--- src/rtl/core/gomi_pkg.sv ---
// Package for the gripper open intent marker.
// Holds the widths, register indices and the state and result types shared by the modules.
package gomi_pkg;

  localparam int INDEX_BITS   = 16;
  localparam int OUT_IDX_BITS = 16;
  localparam int WIDTH_BITS   = 17;
  localparam int SLACK_BITS   = 10;
  localparam int CFG_IDX_BITS = 2;
  localparam int CFG_DATA_BITS = 17;

  localparam logic [CFG_IDX_BITS-1:0] REG_OPEN_LIMIT = 2'd0;
  localparam logic [CFG_IDX_BITS-1:0] REG_SLACK      = 2'd1;

  localparam logic [WIDTH_BITS-1:0] OPEN_LIMIT_RESET = 17'd79900;
  localparam logic [SLACK_BITS-1:0] SLACK_RESET      = 10'd100;

  typedef logic [INDEX_BITS-1:0]   index_t;
  typedef logic [OUT_IDX_BITS-1:0] out_index_t;
  typedef logic [WIDTH_BITS-1:0]   width_t;
  typedef logic [SLACK_BITS-1:0]   slack_t;

  typedef struct packed {
    width_t prev_width;
    logic   have_prev;
    logic   in_run;
    index_t run_start;
    logic   start_below;
    logic   reach_found;
    index_t sample_counter;
  } run_state_t;

  typedef struct packed {
    out_index_t sample_index;
    logic       above_threshold;
    logic       fill_valid;
    out_index_t fill_first;
    out_index_t fill_last;
  } result_t;

endpackage

--- src/rtl/core/gomi_cfg_regs.sv ---
// Configuration registers of the gripper open intent marker.
// Depends on gomi_pkg for the register indices and reset values.
module gomi_cfg_regs
  import gomi_pkg::*;
(
  input  logic                     clk,
  input  logic                     rst_n,
  input  logic                     cfg_we,
  input  logic [CFG_IDX_BITS-1:0]  cfg_index,
  input  logic [CFG_DATA_BITS-1:0] cfg_data,
  output width_t                   open_limit,
  output slack_t                   slack
);

  width_t open_limit_r;
  slack_t slack_r;

  always_ff @(posedge clk) begin
    if (!rst_n) begin
      open_limit_r <= OPEN_LIMIT_RESET;
      slack_r      <= SLACK_RESET;
    end else if (cfg_we) begin
      case (cfg_index)
        REG_OPEN_LIMIT: open_limit_r <= cfg_data[WIDTH_BITS-1:0];
        REG_SLACK:      slack_r      <= cfg_data[SLACK_BITS-1:0];
        default: ;
      endcase
    end
  end

  assign open_limit = open_limit_r;
  assign slack      = slack_r;

endmodule

--- src/rtl/core/gomi_step.sv ---
// Single-sample step logic: threshold compare, run tracking and backfill range.
// Depends on gomi_pkg for the run state and result types.
module gomi_step
  import gomi_pkg::*;
(
  input  run_state_t state,
  input  width_t     sample_width,
  input  logic       first_sample,
  input  width_t     open_limit,
  input  slack_t     slack,
  output run_state_t state_nxt,
  output result_t    result
);

  localparam index_t INDEX_MAX = {INDEX_BITS{1'b1}};

  logic                  above;
  logic                  fill;
  logic                  rise;
  logic                  hold;
  index_t                idx;
  logic [WIDTH_BITS:0]   prev_plus_slack;
  logic [WIDTH_BITS:0]   cur_plus_slack;

  always_comb begin
    above           = sample_width >= open_limit;
    prev_plus_slack = {1'b0, state.prev_width} + {{(WIDTH_BITS+1-SLACK_BITS){1'b0}}, slack};
    cur_plus_slack  = {1'b0, sample_width} + {{(WIDTH_BITS+1-SLACK_BITS){1'b0}}, slack};
    rise            = {1'b0, sample_width} > prev_plus_slack;
    hold            = cur_plus_slack >= {1'b0, state.prev_width};
    fill            = 1'b0;
    state_nxt       = state;

    if (first_sample || !state.have_prev) begin
      idx                   = '0;
      state_nxt.in_run      = 1'b0;
      state_nxt.reach_found = 1'b0;
      state_nxt.start_below = 1'b0;
      state_nxt.run_start   = '0;
    end else begin
      idx = (state.sample_counter == INDEX_MAX) ? state.sample_counter
                                                : state.sample_counter + 1'b1;
      if (!state.in_run) begin
        if (rise) begin
          state_nxt.in_run      = 1'b1;
          state_nxt.run_start   = state.sample_counter;
          state_nxt.start_below = state.prev_width < open_limit;
          state_nxt.reach_found = above;
          fill                  = above && (state.prev_width < open_limit);
        end
      end else if (hold) begin
        if (!state.reach_found && above) begin
          state_nxt.reach_found = 1'b1;
          fill                  = state.start_below;
        end
      end else begin
        state_nxt.in_run      = 1'b0;
        state_nxt.reach_found = 1'b0;
      end
    end

    state_nxt.prev_width     = sample_width;
    state_nxt.have_prev      = 1'b1;
    state_nxt.sample_counter = idx;

    result.sample_index    = OUT_IDX_BITS'(idx);
    result.above_threshold = above;
    result.fill_valid      = fill;
    result.fill_first      = fill ? OUT_IDX_BITS'(state_nxt.run_start) : '0;
    result.fill_last       = fill ? OUT_IDX_BITS'(idx) : '0;
  end

endmodule

--- src/rtl/core/gripper_open_intent_marker_core.sv ---
// Top level of the gripper open intent marker: input register, step logic, result register.
// Depends on gomi_pkg, gomi_cfg_regs and gomi_step.
//
//   Channel  | Direction | Handshake          | Payload
//   in_      | request   | in_valid/in_stall  | sample_width, first_sample
//   out_     | result    | out_valid/out_stall| index, above, fill range
//   cfg_     | write     | cfg_we             | cfg_index, cfg_data
//
// One request is accepted per cycle while in_stall is low; its result is loaded into the result
// register when the result channel is free and is then offered until it is taken.
// The run state is updated in the same cycle as the result register is loaded.
// Reset is synchronous and returns the configuration registers to their defaults and the run state to zero.
// A stalled result holds the input register, which then stalls the input channel.
module gripper_open_intent_marker_core
  import gomi_pkg::*;
(
  input  logic                     clk,
  input  logic                     rst_n,
  input  logic                     in_valid,
  output logic                     in_stall,
  input  width_t                   in_sample_width,
  input  logic                     in_first_sample,
  output logic                     out_valid,
  input  logic                     out_stall,
  output out_index_t               out_sample_index,
  output logic                     out_above_threshold,
  output logic                     out_fill_valid,
  output out_index_t               out_fill_first,
  output out_index_t               out_fill_last,
  input  logic                     cfg_we,
  input  logic [CFG_IDX_BITS-1:0]  cfg_index,
  input  logic [CFG_DATA_BITS-1:0] cfg_data
);

  width_t     open_limit;
  slack_t     slack;
  logic       s1_valid_r;
  width_t     s1_width_r;
  logic       s1_first_r;
  logic       out_valid_r;
  result_t    result_r;
  run_state_t state_r;
  run_state_t state_nxt;
  result_t    result_nxt;
  logic       out_free;
  logic       advance;
  logic       in_take;

  gomi_cfg_regs u_cfg (
    .clk        (clk),
    .rst_n      (rst_n),
    .cfg_we     (cfg_we),
    .cfg_index  (cfg_index),
    .cfg_data   (cfg_data),
    .open_limit (open_limit),
    .slack      (slack)
  );

  gomi_step u_step (
    .state        (state_r),
    .sample_width (s1_width_r),
    .first_sample (s1_first_r),
    .open_limit   (open_limit),
    .slack        (slack),
    .state_nxt    (state_nxt),
    .result       (result_nxt)
  );

  assign out_free = !out_valid_r || !out_stall;
  assign advance  = s1_valid_r && out_free;
  assign in_stall = s1_valid_r && !out_free;
  assign in_take  = in_valid && !in_stall;

  always_ff @(posedge clk) begin
    if (!rst_n) begin
      s1_valid_r <= 1'b0;
    end else if (in_take) begin
      s1_valid_r <= 1'b1;
    end else if (advance) begin
      s1_valid_r <= 1'b0;
    end
  end

  always_ff @(posedge clk) begin
    if (in_take) begin
      s1_width_r <= in_sample_width;
      s1_first_r <= in_first_sample;
    end
  end

  always_ff @(posedge clk) begin
    if (!rst_n) begin
      out_valid_r <= 1'b0;
      state_r     <= '0;
    end else begin
      if (advance) begin
        out_valid_r <= 1'b1;
        state_r     <= state_nxt;
      end else if (!out_stall) begin
        out_valid_r <= 1'b0;
      end
    end
  end

  always_ff @(posedge clk) begin
    if (advance) begin
      result_r <= result_nxt;
    end
  end

  assign out_valid           = out_valid_r;
  assign out_sample_index    = result_r.sample_index;
  assign out_above_threshold = result_r.above_threshold;
  assign out_fill_valid      = result_r.fill_valid;
  assign out_fill_first      = result_r.fill_first;
  assign out_fill_last       = result_r.fill_last;

endmodule
--- config.mk ---
export PLATFORM = sky130hd
export DESIGN_NAME = gripper_open_intent_marker_core
export DESIGN_NICKNAME = d
export VERILOG_FILES = /design/src/rtl/core/gomi_pkg.sv /design/src/rtl/core/gomi_cfg_regs.sv /design/src/rtl/core/gomi_step.sv /design/src/rtl/core/gripper_open_intent_marker_core.sv
export SDC_FILE = /design/constraint.sdc
export NUM_CORES = 1
export LEC_CHECK = 0
export BUFFER_PORTS_ARGS = -buffer_cell sky130_fd_sc_hd__buf_4
export CAP_MARGIN = 15
export CORE_MARGIN = 4
export CORE_UTILIZATION = 55
export CTS_BUF_LIST = sky130_fd_sc_hd__clkbuf_4
export DETAILED_ROUTE_END_ITERATION = 12
export GPL_ROUTABILITY_DRIVEN = 0
export MAX_ROUTING_LAYER = met4
export PLACE_DENSITY = 0.75
export SETUP_SLACK_MARGIN = 0.02
export SYNTH_ARGS = -nofsm -noshare
export SYNTH_HDL_FRONTEND = slang
export SYNTH_HIERARCHICAL = 1
export SYNTH_SLANG_ARGS = --single-unit
export TNS_END_PERCENT = 100
--- constraint.sdc ---
create_clock -name clk -period 6.76 [get_ports clk]
set_clock_uncertainty 0.1 [all_clocks]
set_input_delay 0.338 -clock clk [delete_from_list [all_inputs] [get_ports clk]]
set_output_delay 0.338 -clock clk [all_outputs]
set_load 0.01 [all_outputs]
==> results.yml, run 1 <==
worst_setup_path:
  reg2reg_depth: 20
  crit_chain: "ha_1 -> fa_1 -> a21o_1 -> a21oi_1 -> o21ai_0 -> o211a_1 -> o21a_1 -> o21ai_0 -> nor2_1 -> xnor2_1 -> ha_1 -> nand4_1 -> nor2_1 -> inv_1 -> o221ai_1 -> nand3_1 -> buf_4 -> o32ai_2 -> nand3_4 -> nor3_1"
  cp_data_arrival_time_ns: 5.64
  start_kind: "flip-flop"
  worstSetupPathType: "flip-flop to flip-flop"
  crit_cells: 20
  critical-path-top-delay-family: "compound AO/OA/AOI/OAI gates"
  end_kind: "flip-flop"
  slowest_stage: "o32ai_2"
  path_buf_inv: 2
  cp_max_fo: 28
  crit_required_ns: 7.03
  worst_path_largest_cell_delay_ns: 0.46
floorplanning:
  rows: 47
  die_w_um: 138
  start_util: 0.562
  dieArea_um2: 19100
  die_h_um: 138
  core_area_um2: 16600
  io_pins: 94
timing:
  setup_viol: 0
  worst_slew_pin_slew_ns: 1.11
  fmax_mhz: 186
  period_share: 0.795
  rsz0062_at_grt: "no"
  relSlewSlack: 0.259
  fin_crit_ns: 5.37
  fin_tns_setup_ns: 0
  hold_viol: 0
  slew_viol_final: 0
grt:
  grt_max_degree: 77
  grt.total_usage: 0.214
  grt_pass1_wl_um: 32800
  antenna_found_initial: 0
  grt_overflow: 0
  grt_pass1_vias: 6797
cells_and_area:
  multi_input_area_um2: 4840
  n_fill_cell: 1389
  mostFrequentLayoutCells: "nand2_1 (167), buf_4 (97), ha_1 (88), mux2i_1 (87), dfxtp_1 (82)"
  nNetsFinal: 1178
  antenna_cells: 0
  layout-drive-gt1-share: 0.150
  fin_area_um2: 10400
  ff_latch_area_um2: 3680
  final_common_cell: "nand2_1"
  area_growth_pct: 12.0
place:
  placed_area_um2: 9760
  io_buffers: 93
  detailed_place_hpwl_um: 14100
synth:
  yosysSeqAreaShare: 0.395
  synth-seq-cells: 150
  synth-main-ff-cell: "dfxtp_1"
  synth_cell_type_count: 64
  syn_avg_cell_area_um2: 9.66
  synth_nets: 1096
  synthCells: 964
  synth_warnings: 6
  synth_area_um2: 9320
  synthArstFlopShare: 0
  synth_edf_count: 68
min_path:
  hold_path.class: "primary input to flip-flop"
  whs_path_depth: 3
clock_network:
  clk_pin_slew_ns: 0.15
  numCtsBuffers: 17
  cts_root_buf: "clkbuf_4"
  htree_levels: 4
  cts.sinks: 150
  cts_resized: 0
  clk_latency_ns: 0.57
  cts_buffer_depth: 2
  tritoncts: "done"
routing:
  ant_nets: 0
  vias: 6954
  drcViolationCount: 0
  viasPerCell: 5.44
  dr.first_iter.drc_count: 343
  dr.pass1.iters: 5
  wl_um: 19700
  avgRoutedWirePerCell_um: 15.4
job:
  max_cap_viol_count: 0
pwr:
  power.density_nw_per_um2: 183
  total_power_uw: 1910
  vdd_drop_max_uv: 119
  p_leak_uw: 0.00417
status:
  status: "complete, no violations"
stage by stage:
stage | std cells | hold slack, ns | utilization | setup WS (ns)
finish | 1279 | 0.0421 | 0.629 | 1.39
global route | 1279 | 0.0193 | 0.629 | 0.952
CTS | 1279 | 0.000187 | 0.629 | 1.41
detailed placement | 1208 | 0.349 | 0.588 | 1.45
global placement | 1208 | 0.342 | 0.588 | 1.57
floorplan | 964 | 0.334 | - | 1.91
what timing repair did:
item	CTS	global route
hold endpoints to repair	43	0
buffers inserted	0	0
hold buffers	39	0
setup endpoints to repair	0	0
per-layer routing:
layer / routed length (µm) / global-route usage / share of wire / vias up
li1: - / - / - / 3508
met1: 8640 / 0.252 / 0.44 / 3263
met2: 9940 / 0.369 / 0.50 / 153
met3: 772 / 0.0449 / 0.039 / 30
met4: 397 / 0.0666 / 0.020 / 0
met5: 0 / - / 0 / -
tightest hold or removal path: stages:
cell and delay, ns:
buf_4 0.11, or4bb_1 0.15, o211ai_1 0.08
final cells by class:
cell class                 instances  area share
multi-input combinational        685       0.464
tap                              220      0.0264
timing repair buffer             137       0.109
clock inverter                    15      0.0149
inverter                          55      0.0198
sequential                       150       0.353
clock buffer                      17      0.0122
synth_stat cells, drive strengths merged, types with 13 or more instances:
cell | count | area share
nand2 | 167 | 0.067
nor2 | 70 | 0.028
ha | 88 | 0.12
buf | 58 | 0.057
dfxtp | 82 | 0.18
edfxtp | 68 | 0.22
a21oi | 35 | 0.019
xnor2 | 24 | 0.023
a21o | 14 | 0.011
nor3 | 32 | 0.025
xor2 | 13 | 0.012
o21ai | 19 | 0.010
inv | 55 | 0.022
nand3 | 14 | 0.0089
mux2i | 87 | 0.093
clkbuf | 16 | 0.0064
cells by family after synthesis:
family / count (synthesis) / share of synthesized area
AND/OR/NAND/NOR: 354 / 0.185
flip-flops: 150 / 0.395
buffers and inverters: 129 / 0.0852
AO/OA/AOI/OAI: 116 / 0.0831
adder cells (fa/ha/maj): 90 / 0.122
multiplexers: 87 / 0.0935
XOR/XNOR: 37 / 0.0348
other: 1 / 0.000403
state kept, by name, indices dropped and copies added, names as in the netlist, 10 cells and up:
name / cells
out_fill_last: 16
u_cfg/slack: 10
out_fill_first: 16
u_cfg/open_limit: 17
out_sample_index: 16
s1_width_r: 17
state_r: 53
worst paths after layout:
path	start	endpoint	slack [ns]
max	u_cfg/slack[0]$_SDFFE_PN0P_	out_fill_first[0]$_DFFE_PP_	1.39
max reg2reg	u_cfg/slack[0]$_SDFFE_PN0P_	out_fill_first[0]$_DFFE_PP_	1.39
min reg2reg	state_r[31]$_SDFFE_PN0P_	state_r[31]$_SDFFE_PN0P_	0.37
min	cfg_data[13]	u_cfg/open_limit[13]$_SDFFE_PN1P_	0.04
power breakdown:
group / total, µW / switching (µW) / internal [µW]
Combinational: 332 / 177 / 155
Sequential: 1010 / 30.5 / 981
Clock: 565 / 367 / 198
Total: 1910 / 575 / 1330
No activity file was read; power rests on OpenSTA's default activity.
==> inputs of run 2 (changes only) <==
==> constraint.sdc (replaced) <==
create_clock -name clk -period 5 [get_ports clk]
set_clock_uncertainty 0.1 [all_clocks]
set_input_delay 0.25 -clock clk [delete_from_list [all_inputs] [get_ports clk]]
set_output_delay 0.25 -clock clk [all_outputs]
set_load 0.01 [all_outputs]
==> results.yml, run 2 (synthesis gave the netlist of run 1 again) <==
cells_and_area:
  nNetsFinal: 1208
  final_common_cell: "nand2_1"
  layout-drive-gt1-share: 0.188
  regMostFlops: "state_r"
  mostFrequentLayoutCells: "nand2_1 (167), buf_4 (121), mux2i_1 (87), ha_1 (87), dfxtp_1 (82)"
  area_growth_pct: 16.6
  n_fill_cell: 1317
  antenna_cells: 0
  largest_reg_flops: 53
timing:
  relSlewSlack: 0.277
  worst_slack_ns: 0.0667
  slew_viol_final: 0
  rsz0062_at_grt: "yes"
  setup_viol: 0
  hold_viol: 0
  fmax_mhz: 203
  worst_slew_pin_slew_ns: 1.08
  fin_crit_ns: 4.93
  period_share: 0.987
pwr:
  clockPowerShare: 0.296
  p_sw_uw: 841
  switching_share: 0.318
  seqPwrFrac: 0.517
  p_leak_uw: 0.00438
  p_int_uw: 1800
  power.density_nw_per_um2: 244
  total_power_uw: 2650
  vdd_drop_max_uv: 222
  comb_power_share: 0.187
worst_setup_path:
  crit_required_ns: 5.23
  critical-path-top-delay-family: "compound AO/OA/AOI/OAI gates"
  worst_path_largest_cell_delay_ns: 0.48
  end_kind: "flip-flop"
  worstSetupPathType: "flip-flop to flip-flop"
  path_buf_inv: 1
  cp_max_fo: 8
  crit_chain: "ha_4 -> fa_2 -> a21o_1 -> a21oi_2 -> nor2b_1 -> o21a_1 -> or4_4 -> a41oi_4 -> nor2_2 -> xor2_1 -> ha_1 -> nand4_1 -> o41ai_2 -> a221o_1 -> a31o_2 -> a211oi_4 -> o32ai_4 -> nand3_4 -> clkbuf_16 -> nor3_2"
  slowest_stage: "edfxtp_1"
  cp_data_arrival_time_ns: 5.16
  start_kind: "flip-flop"
grt:
  grt.total_usage: 0.216
  grt_overflow: 0
  antenna_found_initial: 0
  grt_pass1_vias: 6742
  grt_pass1_wl_um: 33000
  grt_max_degree: 95
place:
  pre_cts_ws_ns: -0.251
  io_buffers: 93
  detailed_place_hpwl_um: 14500
routing:
  dr.first_iter.drc_count: 424
  wl_um: 20600
  viasPerCell: 5.42
  dr.pass1.iters: 5
  vias: 7094
  drcViolationCount: 0
  avgRoutedWirePerCell_um: 15.7
  ant_nets: 0
clock_network:
  tritoncts: "done"
  cts_buffer_depth: 2
  cts_root_buf: "clkbuf_4"
  cts.sinks: 150
  clk_pin_slew_ns: 0.15
  htree_levels: 4
  numCtsBuffers: 17
  clk_latency_ns: 0.60
floorplanning:
  core_area_um2: 16600
  start_util: 0.562
  io_pins: 94
  die_w_um: 138
  rows: 47
  die_h_um: 138
  dieArea_um2: 19100
status:
  status: "complete, no violations"
min_path:
  hold_path.class: "primary input to flip-flop"
job:
  max_cap_viol_count: 0
==> run 2: cell types whose count changed in the layout (fill, tap and decap cells not counted), moves of 3 or more <==
cell	change
clkinv_8	+5
a21oi_1	-3
buf_4	+24
a21oi_2	+3
==> run 2: cell type report <==
| class | instances | area [µm²] | share of cell area |
|---|---|---|---|
| timing repair buffer | 167 | 1420 | 0.131 |
| clock inverter | 15 | 179 | 0.0165 |
| inverter | 55 | 206 | 0.0190 |
| sequential | 150 | 3680 | 0.339 |
| clock buffer | 17 | 128 | 0.0117 |
| tap | 220 | 275 | 0.0253 |
| multi-input combinational | 685 | 4970 | 0.458 |
==> run 2: worst paths after layout <==
path                                                         from  slack [ns]                           endpoint  cells past startpoint
worst max-delay path                      s1_width_r[0]$_DFFE_PP_        0.07       out_fill_first[12]$_DFFE_PP_                     20
worst min register to register  u_cfg/open_limit[14]$_SDFFE_PN0P_        0.37  u_cfg/open_limit[14]$_SDFFE_PN0P_                      2
worst min-delay path                                        rst_n        0.17        u_cfg/slack[6]$_SDFFE_PN1P_                      2
worst max register to register            s1_width_r[0]$_DFFE_PP_        0.07       out_fill_first[12]$_DFFE_PP_                     20
==> run 2: metrics by stage <==
step	util	hold slack, ns	setup TNS (ns)	instances	area, µm²
3_5_place_dp	0.595	0.329	-5.46	1221	9870
2_1_floorplan	-	0.249	0	964	9320
4_1_cts	0.640	0.137	0	1294	10600
6_report	0.655	0.174	0	1309	10900
3_3_place_gp	0.595	0.328	-1.76	1221	9870
5_1_grt	0.655	0.170	-2.30	1309	10900
==> run 2: routing by layer <==
| metal | part of all wire | track usage | wire, µm |
|---|---|---|---|
| met1 | 0.43 | 0.265 | 8940 |
| met2 | 0.50 | 0.359 | 10200 |
| met3 | 0.046 | 0.0383 | 939 |
| met4 | 0.022 | 0.0816 | 463 |
| met5 | 0 | - | 0 |
==> run 2: power by group through the flow <==
stage                     logic (µW)  clock network [µW]  registers, µW
after floorplan                  311                   0           1390
after global placement           422                   0           1390
after detailed placement         431                   0           1390
after CTS                        464                 803           1370
after global routing             552                 853           1370
final                            496                 783           1370
==> run 2: worst reg2reg max path, delay by kind of cell, from the launching register on <==
family	cells	cell delay, ns
xor+xnor	1	0.15
buf+inv	1	0.20
flops	1	0.48
compound gates	9	1.89
fa+ha+maj	3	0.89
simple gates	6	0.98
==> run 2: what timing repair did <==
action,4_1_cts,5_1_grt
hold endpoints to repair,47,0
hold buffers,41,0
buffers inserted,0,13
pin swaps,2,11
setup endpoints to repair,32,31
gates resized for setup,5,19
cloned,0,2
==> inputs of run 3 (changes only) <==
--- a/config.mk
+++ b/config.mk
@@ -14,7 +14,7 @@
 export GPL_ROUTABILITY_DRIVEN = 0
 export MAX_ROUTING_LAYER = met4
 export PLACE_DENSITY = 0.75
-export SETUP_SLACK_MARGIN = 0.02
+export SETUP_SLACK_MARGIN = 0.5
 export SYNTH_ARGS = -nofsm -noshare
 export SYNTH_HDL_FRONTEND = slang
 export SYNTH_HIERARCHICAL = 1
==> results.yml, run 3 (synthesis gave the netlist of run 1 again) <==
status:
  status: "complete, no violations"
grt:
  grt_max_degree: 88
  grt.total_usage: 0.222
  grt_overflow: 0
  grt_pass1_wl_um: 33800
  antenna_found_initial: 1
  grt_pass1_vias: 6899
cells_and_area:
  final_common_cell: "nand2_1"
  largest_reg_flops: 53
  mostFrequentLayoutCells: "nand2_1 (164), buf_4 (125), ha_1 (87), dfxtp_1 (79), mux2i_1 (77)"
  area_growth_pct: 19.7
  n_fill_cell: 1291
  regMostFlops: "state_r"
  nNetsFinal: 1216
  layout-drive-gt1-share: 0.226
worst_setup_path:
  r2r_start: "s1_width_r[0]$_DFFE_PP_"
  crit_cells: 20
  crit_chain: "ha_2 -> fa_2 -> a21o_1 -> a21oi_2 -> nor2b_1 -> o21a_1 -> or4_4 -> a41oi_4 -> nand2b_4 -> xnor2_2 -> ha_1 -> nand4_1 -> o41ai_2 -> a221o_1 -> a31o_2 -> a211oi_4 -> o32ai_4 -> buf_12 -> nand3_4 -> nor3_2"
  end_kind: "flip-flop"
  slowest_stage: "edfxtp_1"
  cp_max_fo: 7
  cp-startpoint: "s1_width_r[0]$_DFFE_PP_"
  path_buf_inv: 1
  r2r_end: "out_fill_first[11]$_DFFE_PP_"
  crit_required_ns: 5.20
  worst_path_largest_cell_delay_ns: 0.44
  worstSetupPathType: "flip-flop to flip-flop"
  critPathCapture: "out_fill_first[11]$_DFFE_PP_"
  r2r_setup_slack_ns: 0.23
  critical-path-top-delay-family: "compound AO/OA/AOI/OAI gates"
  cp_data_arrival_time_ns: 4.97
  start_kind: "flip-flop"
  reg2reg_depth: 20
timing:
  relSlewSlack: 0.220
  worst_slew_pin_slew_ns: 1.17
  hold_slack_ns: 0.102
  fin_crit_ns: 4.77
  setup_viol: 0
  period_share: 0.955
  hold_viol: 0
  fin_tns_setup_ns: 0
  fmax_mhz: 209
  rsz0062_at_grt: "yes"
  slew_viol_final: 0
clock_network:
  cts_root_buf: "clkbuf_4"
  htree_levels: 4
  clk_pin_slew_ns: 0.14
  cts_buffer_depth: 2
  clk_latency_ns: 0.58
  tritoncts: "done"
  cts.sinks: 150
  numCtsBuffers: 17
routing:
  ant_nets: 0
  avgRoutedWirePerCell_um: 16.1
  dr.pass1.iters: 5
  vias: 7181
  drcViolationCount: 0
  viasPerCell: 5.45
  wl_um: 21300
  dr.first_iter.drc_count: 438
place:
  detailed_place_hpwl_um: 14000
  io_buffers: 93
floorplanning:
  rows: 47
  dieArea_um2: 19100
  io_pins: 94
  die_h_um: 138
  core_area_um2: 16600
  die_w_um: 138
  start_util: 0.562
pwr:
  p_leak_uw: 0.00440
  power.density_nw_per_um2: 245
  vdd_drop_max_uv: 173
job:
  max_cap_viol_count: 0
min_path:
  hold_path.class: "primary input to flip-flop"
run 3: layer usage:
layer  vias to the layer above  share of wire  track usage
li1                       3588              -            -
met1                      3339           0.43        0.261
met2                       215           0.50        0.373
met3                        39          0.043       0.0470
met4                         0          0.026       0.0894
met5                         -              0            -
run 3: worst reg2reg max path: stages (launching register included):
cell and delay (ns):
edfxtp_1 0.44, ha_2 0.23, fa_2 0.34, a21o_1 0.19, a21oi_2 0.14, nor2b_1 0.07, o21a_1 0.19, or4_4 0.44
a41oi_4 0.22, nand2b_4 0.18, xnor2_2 0.06, ha_1 0.31, nand4_1 0.12, o41ai_2 0.06, a221o_1 0.35, a31o_2 0.24
a211oi_4 0.25, o32ai_4 0.15, buf_12 0.17, nand3_4 0.19, nor3_2 0.07
run 3: worst min path at each step:
| stage | start | slack (ns) | cells after the start | end |
|---|---|---|---|---|
| final | rst_n | 0.10 | 2 | u_cfg/open_limit[13]$_SDFFE_PN1P_ |
| after global routing | rst_n | 0.1 | 2 | u_cfg/open_limit[12]$_SDFFE_PN1P_ |
| after CTS | rst_n | 0.07 | 2 | u_cfg/open_limit[13]$_SDFFE_PN1P_ |
| after detailed placement | in_sample_width[6] | 0.33 | 1 | s1_width_r[6]$_DFFE_PP_ |
| after global placement | in_sample_width[1] | 0.33 | 1 | s1_width_r[1]$_DFFE_PP_ |
| after floorplan | in_first_sample | 0.25 | 0 | s1_first_r$_DFFE_PP_ |
run 3: area by class of cell:
type,instances,area (µm²),area share
tap,220,275,0.0247
clock inverter,15,183,0.0164
multi-input combinational,688,5210,0.468
timing repair buffer,172,1460,0.130
sequential,150,3690,0.331
inverter,55,206,0.0185
clock buffer,17,128,0.0114
antenna,1,2.50,0.000224
run 3: what timing repair did:
| item | CTS | global route |
|---|---|---|
| hold buffers | 42 | 0 |
| pin swaps | 2 | 11 |
| gates resized for setup | 24 | 42 |
| endpoints found under the hold margin | 47 | 0 |
| setup endpoints to repair | 45 | 52 |
| buffers inserted | 18 | 9 |
| gates cloned | 3 | 1 |
run 3: stage by stage:
stage	power, µW	area, µm²	cells	util	setup slack (ns)
3_5_place_dp	1830	9820	1212	0.592	-0.130
2_1_floorplan	1710	9340	964	-	0.479
4_1_cts	2700	10900	1307	0.656	0.286
3_3_place_gp	1810	9820	1212	0.592	0.152
6_report	2730	11200	1318	0.672	0.226
5_1_grt	2860	11200	1318	0.672	0.0624
run 3: power breakdown:
| group | internal, µW | switching (µW) |
|---|---|---|
| sequential | 1330 | 39.9 |
| clock | 318 | 501 |
| combinational | 260 | 283 |
